### src/rtl/core/pds_pkg.sv
// ----------------------------------------------------------------------------
// pds_pkg
// Shared constants and types for the PLL divider search.
// ----------------------------------------------------------------------------
package pds_pkg;

  localparam int unsigned FREF_HZ      = 14318180;
  localparam int unsigned VCO_LIMIT_HZ = 230000000;
  localparam int unsigned DEF_MAX_N    = 32;
  localparam int unsigned DEF_MAX_M    = 128;
  localparam int unsigned MIN_N        = 2;

  localparam int unsigned TGT_W  = 30;
  localparam int unsigned REM_W  = 24;
  localparam int unsigned QT_W   = 7;
  localparam int unsigned QF_W   = 8;
  localparam int unsigned ADDR_W = 3;

  localparam logic REG_LOOP_DIV_LIMIT = 1'b0;

  localparam logic [REM_W-1:0] FREF = REM_W'(FREF_HZ);

  typedef struct packed {
    logic [QF_W-1:0]  qf;
    logic [REM_W-1:0] rf;
    logic [1:0]       ps_code;
    logic             ps_extra;
  } pds_job_t;

endpackage

### src/rtl/core/pds_fifo.sv
// ----------------------------------------------------------------------------
// pds_fifo
// Four-entry queue of classified jobs between front and back.
// ----------------------------------------------------------------------------
module pds_fifo
  import pds_pkg::*;
(
  input  logic     clk_i,
  input  logic     rst_ni,
  input  logic     push_i,
  input  pds_job_t job_i,
  output logic     full_o,
  input  logic     pop_i,
  output logic     empty_o,
  output pds_job_t job_o
);

  pds_job_t   mem_q [4];
  logic [1:0] wr_q, rd_q;
  logic [2:0] cnt_q;

  assign full_o  = cnt_q[2];
  assign empty_o = (cnt_q == 3'd0);
  assign job_o   = mem_q[rd_q];

  always_ff @(posedge clk_i) begin
    if (push_i) begin
      mem_q[wr_q] <= job_i;
    end
  end

  always_ff @(posedge clk_i or negedge rst_ni) begin
    if (!rst_ni) begin
      wr_q <= '0; rd_q <= '0; cnt_q <= '0;
    end else begin
      if (push_i) wr_q <= wr_q + 2'd1;
      if (pop_i)  rd_q <= rd_q + 2'd1;
      cnt_q <= cnt_q + 3'(push_i) - 3'(pop_i);
    end
  end

  a_no_underrun: assert property (@(posedge clk_i) disable iff (!rst_ni)
    pop_i |-> !empty_o) else $error("pop from empty queue");
  a_cnt: assert property (@(posedge clk_i) disable iff (!rst_ni)
    cnt_q <= 3'd4) else $error("queue count out of range");

endmodule

### config.mk
export PLATFORM = sky130hd
export DESIGN_NAME = pds_fifo
export DESIGN_NICKNAME = d
export VERILOG_FILES = /design/src/rtl/core/pds_pkg.sv /design/src/rtl/core/pds_fifo.sv
export SDC_FILE = /design/constraint.sdc
export NUM_CORES = 1
export LEC_CHECK = 0
export ABC_AREA = 0
export ABC_CLOCK_PERIOD_IN_PS = 5000
export BUFFER_PORTS_ARGS = -buffer_cell sky130_fd_sc_hd__buf_4
export CORE_UTILIZATION = 30
export DETAILED_ROUTE_END_ITERATION = 8
export PLACE_DENSITY = 0.44
export SYNTH_ARGS = -nofsm -noshare
export SYNTH_HDL_FRONTEND = slang
export SYNTH_SLANG_ARGS = --single-unit
export TNS_END_PERCENT = 1
### constraint.sdc
create_clock -name clk_i -period 5 [get_ports clk_i]
set_input_delay 0.75 -clock clk_i [delete_from_list [all_inputs] [get_ports clk_i]]
set_output_delay 0.75 -clock clk_i [all_outputs]
set_load 0.01 [all_outputs]
==> flow_metrics.py <==
metrics = {
    "critical_path": {
        "r2r_end": "mem_q[2][23]$_DFFE_PP_",
        "endpoint": "job_o[7]",
        "critPathLaunch": "rd_q[0]$_DFFE_PN0P_",
        "critPathMaxFanout": 23,
        "endpoint_kind": "output pin",
        "rrSetupSlack_ns": 3.08,
        "worstPathRequired_ns": 4.25,
        "r2r_cells": 3,
        "crit_type": "register to output pin",
        "cp-start-kind": "register",
        "timing.rr.start": "wr_q[0]$_DFFE_PN0P_",
        "arrival_ns": 2.37,
    },
    "logic_synthesis": {
        "ys_ff_latch": 147,
        "synth_nets": 262,
        "synth_area_sq_um": 5489,
        "synth.distinct_cells": 16,
        "synthCells": 216,
        "synth.largest_area_cell": "edfxtp_1",
        "synth_area_per_cell_sq_um": 25.41,
        "yosys_warnings": 0,
        "yosys-top-cells-area": "edfxtp_1 (77%), mux4_2 (11%), mux4_1 (3.4%)",
        "synthDominantCellAreaShare_pct": 76.59,
        "yosysSeqAreaShare_pct": 79.78,
    },
    "power_and_ir_drop": {
        "power.total_w": 0.004037,
        "peakVddDrop_v": 0.0002649,
        "power.density_nw_per_um2": 592.1,
        "power.leakage_nw": 2.371,
        "comb_power_share_pct": 26.9,
        "switchingPower_w": 0.001108,
        "swShare_pct": 27.45,
        "power.internal_w": 0.002929,
        "seqPwrFrac_pct": 44.0,
        "pwr-share-clk_pct": 29.1,
    },
    "timing": {
        "fin_crit_sh_pct": 62.43,
        "fin_setup_tns_ns": 0,
        "slew_viol_final": 0,
        "fmax_ghz": 0.3204,
        "fin_crit_ns": 3.121,
        "relSlewSlack_pct": 29.18,
        "worst_pin_slew_ns": 1.062,
        "final-setup-viol-count": 0,
        "hold_viol": 0,
        "layout_setup_ws_ns": 1.879,
        "clock_skew_ns": 0.005127,
        "rsz0062_at_grt": "no",
    },
    "floorplan": {
        "fp.dieH_um": 137.3,
        "fp.coreArea_sq_um": 17960,
        "die_w_um": 137.3,
        "start_util_pct": 30.56,
        "num_rows": 49,
        "ios": 76,
        "dieArea_sq_um": 18840,
    },
    "global_routing": {
        "grt_overflow": 0,
        "grt_pass1_vias": 2646,
        "grt_max_degree": 37,
        "grt_usage_pct": 11.78,
        "grt_pass1_wl_um": 15140,
        "antenna_found_initial": 0,
    },
    "clock_network": {
        "clkSlewWorstSetupHoldPaths_ns": 0.06,
        "cts_buffer_depth": 2,
        "cts_max_level": 4,
        "clock_sinks": 147,
        "cts-buffers-inserted": 17,
        "cts_tree": "done",
        "cts_root_buffer": "clkbuf_16",
        "postCtsSetupBuffers": 0,
        "post_cts_resized": 0,
        "clkLatencyLatePin_ns": 0.41,
        "cts.hold.buffers_added": 0,
    },
    "placement": {
        "place_hpwl_um": 5662,
        "port_buffers": 75,
        "gp_congestion": 0.6438,
        "dp_cells": 514,
        "dp_slack_ns": 2.224,
    },
    "detailed_routing": {
        "wl_per_cell_um": 18.32,
        "postRouteAntennaNets": 0,
        "drc": 0,
        "wl_um": 9982,
        "drt_iter0_drc": 118,
        "viasPerCell": 4.462,
        "drt_pre_antenna_iters": 4,
        "num_vias": 2432,
    },
    "layout": {
        "fin_util_pct": 37.95,
        "nNetsFinal": 350,
        "num-fill-cells": 1638,
        "area_growth_pct": 24.21,
        "antenna_cells": 0,
        "drive_above_1_share_pct": 43.67,
        "finalNonFillerCells": 545,
    },
    "outcome": {
        "status": "completed",
    },
    "min_path": {
        "min_path_type": "primary input to async pin",
    },
    "run": {
        "maxCapViolations": 0,
    },
}
[worst min path at each step]
stage | to | from | cells past startpoint | slack [ns]
floorplan | cnt_q[0]$_DFF_PN0_ | rst_ni | 0 | 0.45
global placement | wr_q[0]$_DFFE_PN0P_ | wr_q[0]$_DFFE_PN0P_ | 1 | 0.52
detailed placement | wr_q[0]$_DFFE_PN0P_ | wr_q[0]$_DFFE_PN0P_ | 1 | 0.53
CTS | wr_q[0]$_DFFE_PN0P_ | rst_ni | 1 | 0.12
global route | wr_q[0]$_DFFE_PN0P_ | rst_ni | 1 | 0.13
finish | wr_q[1]$_DFFE_PN0P_ | rst_ni | 1 | 0.14
[sequential cells by signal, indices dropped and copies added (netlist names)]
register and cells:
cnt_q 3, mem_q 140, rd_q 2, wr_q 2
[power by group through the flow]
stage	logic, W	clock network (W)	registers (W)
detailed placement	0.00113	0	0.00181
CTS	0.00113	0.00121	0.00179
global placement	0.00112	0	0.00181
global route	0.00119	0.00125	0.00181
floorplan	0.000768	0	0.00169
finish	0.00109	0.00117	0.00178
[kinds of logic (layout without fill, tap and decap cells)]
kind of cell | Yosys count | count (layout) | synth area share, %
XOR/XNOR | 5 | 5 | 0.7980
AO/OA/AOI/OAI | 1 | 1 | 0.09109
AND/OR/NAND/NOR | 7 | 7 | 0.6837
multiplexers | 35 | 35 | 14.84
buffers and inverters | 14 | 114 | 2.074
adder cells (fa/ha/maj) | 7 | 7 | 1.732
flip-flops | 147 | 147 | 79.78
[per-stage QoR]
step	instance area [sq um]	hold WS (ns)
global placement	6270	0.5182
detailed placement	6270	0.5303
global route	6818	0.1278
finish	6818	0.1446
CTS	6818	0.1246
floorplan	5489	0.4544
[critical path: stages (launching register included)]
cell and delay (ns):
dfrtp_2 0.66, buf_4 0.52, mux4_2 0.59, buf_4 0.16
[layer usage]
| metal | vias up | part of all wire (%) | GRT usage (%) |
|---|---|---|---|
| met3 | 14 | 4.9 | 3.974 |
| met2 | 62 | 49 | 18.94 |
| li1 | 1085 | - | - |
| met1 | 1271 | 44 | 14.28 |
| met5 | - | 0 | 0 |
| met4 | 0 | 1.7 | 5.495 |
[Yosys cell counts]
library cell / n
edfxtp_1: 140
mux4_2: 28
dfrtp_1: 7
mux4_1: 7
ha_1: 6
inv_1: 6
and2_1: 4
buf_2: 4
buf_12: 3
xnor2_1: 3
nand2_1: 2
xor2_1: 2
buf_6: 1
fa_1: 1
nor3_1: 1
o21ai_0: 1
[layout by cell type (no fill, tap or decap)]
master and instances:
edfxtp_1 140, buf_4 77, mux4_2 28, clkbuf_16 17, mux4_1 7, inv_1 6
ha_1 6, clkinv_2 5, dfrtp_1 5, and2_2 4, xnor2_1 3, clkinvlp_4 3
clkinv_1 3, xor2_1 2, nand2_1 2, bufinv_16 2, dfrtp_2 2, nor3_1 1
o21ai_0 1, fa_1 1, clkbuf_1 1
[final cells by class]
class | count | area, sq um | area share (%)
repair buffers | 77 | 578.1 | 8.479
multi-input cells | 55 | 1001 | 14.68
well taps | 229 | 286.5 | 4.203
clock buffers | 18 | 429.2 | 6.295
clock inverters | 13 | 118.9 | 1.743
inverters | 6 | 22.52 | 0.3303
flip-flops and latches | 147 | 4382 | 64.27
(Power assumes the default switching activity.)
