===== src/rtl/core/pds_pkg.sv =====
// ----------------------------------------------------------------------------
// pds_pkg
// Shared constants and types for the PLL divider search.
// ----------------------------------------------------------------------------
package pds_pkg;

  localparam int unsigned FREF_HZ      = 14318180;
  localparam int unsigned VCO_LIMIT_HZ = 230000000;
  localparam int unsigned DEF_MAX_N    = 32;
  localparam int unsigned DEF_MAX_M    = 128;
  localparam int unsigned MIN_N        = 2;

  localparam int unsigned TGT_W  = 30;
  localparam int unsigned REM_W  = 24;
  localparam int unsigned QT_W   = 7;
  localparam int unsigned QF_W   = 8;
  localparam int unsigned ADDR_W = 3;

  localparam logic REG_LOOP_DIV_LIMIT = 1'b0;

  localparam logic [REM_W-1:0] FREF = REM_W'(FREF_HZ);

  typedef struct packed {
    logic [QF_W-1:0]  qf;
    logic [REM_W-1:0] rf;
    logic [1:0]       ps_code;
    logic             ps_extra;
  } pds_job_t;

endpackage


===== src/rtl/core/pds_front.sv =====
// ----------------------------------------------------------------------------
// pds_front
// Picks the post scaler and splits P*target into quotient and remainder of FREF.
// ----------------------------------------------------------------------------
module pds_front
  import pds_pkg::*;
(
  input  logic             clk_i,
  input  logic             rst_ni,
  input  logic             valid_i,
  output logic             ready_o,
  input  logic [TGT_W-1:0] target_hz_i,
  input  logic             full_i,
  output logic             push_o,
  output pds_job_t         job_o
);

  logic              en;
  logic              v1_q, v2_q, v3_q;
  logic [TGT_W-1:0]  rem1_d, rem1_q;
  logic [REM_W-1:0]  rem2_d, rem2_q;
  logic [QT_W-1:0]   qt1_d, qt1_q, qt2_d, qt2_q;
  logic [3:0]        p_d, p1_q, p2_q;
  logic [1:0]        pc_d, pc1_q, pc2_q;
  logic              px_d, px1_q, px2_q;
  logic [27:0]       pr;
  logic [2:0]        q2;
  pds_job_t          job_d, job_q;

  assign en      = !(v3_q && full_i);
  assign ready_o = en;
  assign push_o  = v3_q && !full_i;
  assign job_o   = job_q;

  always_comb begin
    p_d = 4'd1; pc_d = 2'd0; px_d = 1'b0;
    if (target_hz_i < TGT_W'(VCO_LIMIT_HZ / 2)) begin p_d = 4'd2; pc_d = 2'd1; end
    if (target_hz_i < TGT_W'(VCO_LIMIT_HZ / 3)) begin p_d = 4'd3; pc_d = 2'd2; end
    if (target_hz_i < TGT_W'(VCO_LIMIT_HZ / 4)) begin p_d = 4'd4; pc_d = 2'd3; end
    if (target_hz_i < TGT_W'(VCO_LIMIT_HZ / 6)) begin p_d = 4'd6; pc_d = 2'd2; px_d = 1'b1; end
    if (target_hz_i < TGT_W'(VCO_LIMIT_HZ / 8)) begin p_d = 4'd8; pc_d = 2'd3; px_d = 1'b1; end
  end

  always_comb begin
    rem1_d = target_hz_i;
    qt1_d  = '0;
    for (int i = 6; i >= 3; i--) begin
      if ({7'd0, rem1_d} >= (37'(FREF) << i)) begin
        rem1_d    = TGT_W'({7'd0, rem1_d} - (37'(FREF) << i));
        qt1_d[i]  = 1'b1;
      end
    end
  end

  always_comb begin
    logic [TGT_W-1:0] r;
    r     = rem1_q;
    qt2_d = qt1_q;
    for (int i = 2; i >= 0; i--) begin
      if ({3'd0, r} >= (33'(FREF) << i)) begin
        r        = TGT_W'({3'd0, r} - (33'(FREF) << i));
        qt2_d[i] = 1'b1;
      end
    end
    rem2_d = r[REM_W-1:0];
  end

  always_comb begin
    logic [27:0] r;
    pr = 28'(rem2_q) * 28'(p2_q);
    r  = pr;
    q2 = '0;
    for (int i = 2; i >= 0; i--) begin
      if (r >= (28'(FREF) << i)) begin
        r     = r - (28'(FREF) << i);
        q2[i] = 1'b1;
      end
    end
    job_d.qf       = QF_W'(qt2_q) * QF_W'(p2_q) + QF_W'(q2);
    job_d.rf       = r[REM_W-1:0];
    job_d.ps_code  = pc2_q;
    job_d.ps_extra = px2_q;
  end

  always_ff @(posedge clk_i or negedge rst_ni) begin
    if (!rst_ni) begin
      v1_q <= 1'b0; v2_q <= 1'b0; v3_q <= 1'b0;
    end else if (en) begin
      v1_q <= valid_i; v2_q <= v1_q; v3_q <= v2_q;
    end
  end

  always_ff @(posedge clk_i) begin
    if (en) begin
      rem1_q <= rem1_d; qt1_q <= qt1_d; p1_q <= p_d; pc1_q <= pc_d; px1_q <= px_d;
      rem2_q <= rem2_d; qt2_q <= qt2_d; p2_q <= p1_q; pc2_q <= pc1_q; px2_q <= px1_q;
      job_q  <= job_d;
    end
  end

  a_no_overrun: assert property (@(posedge clk_i) disable iff (!rst_ni)
    push_o |-> !full_i) else $error("front pushes into full queue");
  a_hold: assert property (@(posedge clk_i) disable iff (!rst_ni)
    (v3_q && full_i) |=> (v3_q && $stable(job_q))) else $error("stalled job lost");
  a_rem: assert property (@(posedge clk_i) disable iff (!rst_ni)
    v3_q |-> (job_q.rf < FREF)) else $error("remainder not reduced");

endmodule


===== config.mk =====
export PLATFORM = sky130hd
export DESIGN_NAME = pds_front
export DESIGN_NICKNAME = d
export VERILOG_FILES = /design/src/rtl/core/pds_pkg.sv /design/src/rtl/core/pds_front.sv
export SDC_FILE = /design/constraint.sdc
export NUM_CORES = 1
export LEC_CHECK = 0
export BUFFER_PORTS_ARGS = -buffer_cell sky130_fd_sc_hd__buf_4
export CAP_MARGIN = 20
export CELL_PAD_IN_SITES_DETAIL_PLACEMENT = 1
export CELL_PAD_IN_SITES_GLOBAL_PLACEMENT = 1
export CORE_MARGIN = 8
export CORE_UTILIZATION = 45
export CTS_CLUSTER_SIZE = 24
export DETAILED_ROUTE_END_ITERATION = 8
export PLACE_DENSITY_LB_ADDON = 0.3
export SYNTH_ARGS = -nofsm -noshare
export SYNTH_HDL_FRONTEND = slang
export SYNTH_SLANG_ARGS = --single-unit

===== constraint.sdc =====
create_clock -name clk_i -period 11.8 [get_ports clk_i]
set_input_delay 2.36 -clock clk_i [delete_from_list [all_inputs] [get_ports clk_i]]
set_output_delay 2.36 -clock clk_i [all_outputs]
set_load 0.01 [all_outputs]

==> results of run 1 <==
[routing by layer]
layer  vias to the layer above  wire length (um)
li1                       8473                 -
met1                      9039             26330
met2                       409             33170
met3                       124              1752
met4                         0              2305
met5                         -                 0
[metrics by stage]
stage	std cells	hold WS, ns	setup WS, ns
2_1_floorplan	2296	0.4003	1.995
5_1_grt	2850	0.4293	0.1467
3_5_place_dp	2815	0.4080	0.9428
4_1_cts	2845	0.4197	0.9280
3_3_place_gp	2815	0.4004	1.148
6_report	2850	0.4190	1.002
[critical path, delay by kind of cell (launching register included)]
family | cells | cell delay [ns]
AOI/OAI and AO/OA | 13 | 3.86
xor gates and xnor gates | 3 | 0.43
adders and majority gates | 7 | 2.63
buffers and inverters | 3 | 0.41
DFF | 1 | 0.64
and+or+nand+nor | 11 | 2.57
[what timing repair did]
item                                   CTS  global route
endpoints found under the hold margin    0             0
gates resized for setup                  0             0
setup buffers                            0             3
setup endpoints to repair                0             1
[registers in the layout, summed over array words and instances (netlist names)]
name / cells
rem2_q: 24
rem1_q: 30
pc2_q: 2
p1_q: 4
v1_q: 1
job_o: 35
qt1_q: 4
px2_q: 1
px1_q: 1
v3_q: 1
p2_q: 4
pc1_q: 2
v2_q: 1
qt2_q: 7
[worst paths after layout]
check                                        from  cells after the start                  end  slack (ns)
max                             p2_q[2]$_DFFE_PN_                     37  job_o[34]$_DFFE_PN_        1.00
min                        pc1_q[1]$_SDFFCE_PP1N_                      0   pc2_q[1]$_DFFE_PN_        0.42
min in group asynchronous                  rst_ni                      1     v2_q$_DFFE_PN0N_        1.69
min reg2reg                pc1_q[1]$_SDFFCE_PP1N_                      0   pc2_q[1]$_DFFE_PN_        0.42
max reg2reg                     p2_q[2]$_DFFE_PN_                     37  job_o[34]$_DFFE_PN_        1.00
max in group asynchronous                  rst_ni                      1     v3_q$_DFFE_PN0N_       10.01
[final cells by class]
| cell class | count | share of cell area (%) |
|---|---|---|
| Multi-Input combinational cell | 1974 | 70.35 |
| Sequential cell | 117 | 17.74 |
| Timing Repair Buffer | 99 | 3.814 |
| Tap cell | 525 | 3.331 |
| Clock buffer | 18 | 2.177 |
| Inverter | 105 | 1.999 |
| Clock inverter | 12 | 0.5838 |
[cells in the mapped netlist (all sizes together), types with 13 or more instances]
library cell	count	area, um2
xor2	58	534.3
xnor2	157	1383
nor3	70	366.6
nor2b	26	162.7
mux2	15	168.9
buf	39	208.9
ha	65	813.3
and2	134	838.3
o211ai	43	322.8
nand4	18	112.6
clkbuf	61	230.2
and3	38	242.7
a21oi	150	765.7
inv	105	394.1
a211oi	43	350.3
nor2	177	671.9
a21o	35	262.8
o311ai	13	146.4
or3	31	198.9
nand3	77	385.4
nor4	21	182.7
nand2b	32	200.2
a31oi	29	181.4
edfxtp	114	3423
mux2i	32	320.3
o21ai	150	777.0
nand2	205	772.0
a21boi	14	105.1
a211o	17	148.9
fa	54	1081
nor3b	15	112.6
o31ai	14	105.1
o21bai	14	105.1
or2	23	143.9
o21a	19	143.9
[cell usage in the layout, fill, tap and decap left out, drive strengths merged, types with 31 or more instances in the layout]
cell type and instances:
nand2 205, nor2 177, xnor2 157, a21oi 150, o21ai 150, and2 134, edfxtp 114, inv 105
buf 99, nand3 77, nor3 70, ha 65, xor2 58, fa 54, o211ai 43, a211oi 43
and3 38, a21o 35, nand2b 32, mux2i 32, or3 31
[logic make-up after synthesis]
family,Yosys count,share of synthesized area (%)
and+or+nand+nor,918,26.72
AOI/OAI and AO/OA,675,25.81
xor gates and xnor gates,215,10.54
buffers and inverters,205,4.583
adders and majority gates,119,10.42
DFF,117,19.24
muxes,47,2.690
==> flow_metrics.tcl, run 1 <==
set metrics [dict create \
    outcome "completed" \
    cts_tree "yes" \
    overflow 0 \
    multi_input_area_mm2 0.01387 \
    hpwlAfterDp_mm 49.49 \
    antenna_left 0 \
    place_area_mm2 0.01913 \
    ff_latch_area_mm2 0.003498 \
    top_usage_layer "met2" \
    finalHoldViolCount 0 \
    final_core_util_pct 49.51 \
    design_area_mm2 0.01972 \
    synth-edff-count 114 \
    worstPathRequired_ns 11.99 \
    clock_skew_ns 0.01299 \
    critical_path_class "flip-flop to flip-flop" \
    grt_usage_pct 26.48 \
    drive_gt1_share_pct 9.806 \
    grt_pass1_wl_mm 102.9 \
    synth_seq_cells 117 \
    ctsHoldBuffers 0 \
    slew_viol_final 0 \
    worst_slew_pin_slew_ns 1.038 \
    num_rows 73 \
    io_buffers 70 \
    fin_crit_sh_pct 91.51 \
    syn_inst 2296 \
    die_w_um 217.0 \
    synth-async-reset-ratio_pct 2.564 \
    drt-pass1-iter-count 5 \
    synth_flop_cell "edfxtp_1" \
    cts.sinks 117 \
    synth_area_mm2 0.01818 \
    setup_viol 0 \
    use_met3_pct 2.691 \
    grtUsageMet2_pct 48.90 \
    tritoncts.num_buffers 17 \
    ios 71 \
    yosysWarnings 0 \
    slowest_stage "a2111oi_0" \
    worstSetupEndpointType "flip-flop" \
    n_antenna_cell 0 \
    hold_path_class "flip-flop to flip-flop" \
    slowest_delay_ns 0.65 \
    met1_usage_pct 30.97 \
    die_area_mm2 0.04710 \
    rsz0062_at_grt "no" \
    coreArea_mm2 0.03982 \
    die_height_um 217.0 \
    clkLatencyLatePin_ns 0.44 \
    nets 2467 \
    syn-num-nets 2449 \
    clockBufferDepth 2 \
    drc 0 \
    crit_top_cell "ha_1" \
    yosysSeqAreaShare_pct 19.24 \
    critPathMaxFanout 16 \
    grt_pass1_vias 19010 \
    cp-start-kind "flip-flop" \
    cts_max_level 4 \
    grt_max_degree 77 \
    drt-initial-drc-count 1070 \
    antenna_found_initial 0 \
    initial_core_util_pct 45.66 \
    path_clk_slew_ns 0.06 \
    max_cap_viol_count 0 \
    fill_cells 4992 \
    fin_tns_setup_ns 0 \
    cts_root_buffer "clkbuf_16" \
    post-route-min-period_ns 10.80 \
    yosys.cell_types.count 111 \
    cp_data_arrival_time_ns 10.99 \
    detail_route.wl_per_cell_um 22.30 \
    vias_per_cell 6.332 \
    max_slew_margin_pct 30.77 \
    fmax_mhz 92.61 \
    syn_avg_cell_area_um2 7.920 \
    vias 18050 \
    gp_routability_congestion 0.9466 \
    area_growth_pct 8.436 \
    drt_wl_total_mm 63.56 \
]
Power of run 1 is not shown: default switching activity piles up to over one toggle a cycle in this logic, so the estimate is an artifact.
==> run 2, diff against run 1 <==
Settings changed: CORE_MARGIN 8 to 2.
==> run 2 against run 1 <==
Utilization barely moved. Non-clock buffer count down 7. Routed wire length shrank 2.4%. Register-to-register slack got worse by 0.16 ns. Hold slack lost 0.00061 ns. Via count shrank 0.13%. Worst setup slack worse by 0.16 ns. Critical path depth unchanged. Largest cell class unchanged. Clock-buffer cell count up 2. Fmax fell by 1.5%. Global-route usage is 3.3 points higher. Final cell count down 0.21%.
==> flow_metrics.tcl, run 2 (synthesis results as in run 1) <==
set metrics [dict create \
    coreArea_mm2 0.03982 \
    holdWs_ns 0.4184 \
    drc 0 \
    n_antenna_cell 0 \
    cp_data_arrival_time_ns 11.15 \
    cts_max_level 4 \
    grt_max_degree 69 \
    gp_routability_congestion 0.9548 \
    worstPathRequired_ns 11.98 \
    io_buffers 70 \
    cts_root_buffer "clkbuf_16" \
    detail_route.wl_per_cell_um 21.80 \
    cp-start-kind "flip-flop" \
    clockBufferDepth 2 \
    max_cap_viol_count 0 \
    largest_reg_flops 35 \
    crit_top_cell "ha_1" \
    die_area_mm2 0.04203 \
    grt_usage_pct 29.76 \
    worst_slew_pin_slew_ns 0.9941 \
    post-route-min-period_ns 10.96 \
    path_clk_slew_ns 0.05 \
    cts.repair.resized 0 \
    max_slew_margin_pct 33.32 \
    final_core_util_pct 49.47 \
    overflow 0 \
    fin_tns_setup_ns 0 \
    hold_path_class "flip-flop to flip-flop" \
    die_w_um 205.0 \
    antenna_left 0 \
    clock_skew_ns 0.01432 \
    rrSetupSlack_ns 0.84 \
    grt_pass1_vias 18820 \
    antenna_found_initial 0 \
    outcome "completed" \
    drt-initial-drc-count 1032 \
    finalHoldViolCount 0 \
    cts.sinks 117 \
    drive_gt1_share_pct 9.487 \
    clkLatencyLatePin_ns 0.45 \
    worstSetupEndpointType "flip-flop" \
    slowest_delay_ns 0.67 \
    die_height_um 205.0 \
    nets 2460 \
    critical_path_class "flip-flop to flip-flop" \
    setup_viol 0 \
    fill_cells 4940 \
    rsz0062_at_grt "no" \
    fin_crit_sh_pct 92.89 \
    slew_viol_final 0 \
    ios 71 \
    vias 18020 \
    tritoncts.num_buffers 17 \
    grt_pass1_wl_mm 100.9 \
    hpwlAfterDp_mm 48.79 \
    slowest_stage "a2111oi_0" \
    area_growth_pct 8.347 \
    layout_commonest_cell "nand2_1" \
    drt_wl_total_mm 62.01 \
    mostFrequentLayoutCells "nand2_1, nor2_1, xnor2_1" \
    num_rows 73 \
    drt-pass1-iter-count 5 \
    ff_latch_area_mm2 0.003498 \
    critPathMaxFanout 16 \
    initial_core_util_pct 45.66 \
    cts_tree "yes" \
    vias_per_cell 6.336 \
    multi_input_area_mm2 0.01387 \
    fmax_mhz 91.23 \
]
-- run 2: critical path: cells and delay by family (launching register included) --
kind | cells | cell delay (ns)
simple gates | 13 | 3.31
buf+inv | 3 | 0.41
compound gates | 11 | 3.28
flops | 1 | 0.60
fa+ha+maj | 7 | 2.65
xor+xnor | 3 | 0.45
-- run 2: cell type report --
class	instances	area share [%]
multi-input combinational	1974	70.41
clock buffer	20	2.216
clock inverter	11	0.6859
tap	525	3.334
sequential	117	17.76
inverter	105	2.001
timing repair buffer	92	3.595
-- run 2: metrics by stage --
stage          cells  cell area, um2  setup slack [ns]
6_report        2844           19700            0.8385
5_1_grt         2844           19700            0.1292
4_1_cts         2838           19650            0.8182
3_5_place_dp    2807           19080            0.8604
3_3_place_gp    2807           19080             1.163
2_1_floorplan   2296           18180             1.995
-- run 2: repair_timing --
item / CTS / global route
setup endpoints to repair: 0 / 1
hold endpoints to repair: 0 / 0
buffers inserted: 0 / 3
hold buffers: 0 / 0
-- run 2: metal layers --
metal	vias up	wire, um	track usage [%]
met5	-	0	0
met4	0	2178	11.43
met3	123	1734	3.261
met2	392	31760	53.97
met1	9040	26330	35.95
li1	8466	-	-
-- run 2: worst paths after layout --
kind / end / start / depth (start not counted)
max in group asynchronous: v2_q$_DFFE_PN0N_ / rst_ni / 1
hold reg to reg: px2_q$_DFFE_PN_ / px1_q$_SDFFCE_PP1N_ / 0
hold / removal: px2_q$_DFFE_PN_ / px1_q$_SDFFCE_PP1N_ / 0
setup reg to reg: job_o[34]$_DFFE_PN_ / p2_q[3]$_DFFE_PN_ / 37
setup / recovery: job_o[34]$_DFFE_PN_ / p2_q[3]$_DFFE_PN_ / 37
min in group asynchronous: v3_q$_DFFE_PN0N_ / rst_ni / 1
Power of run 2 is left out for the same reason.
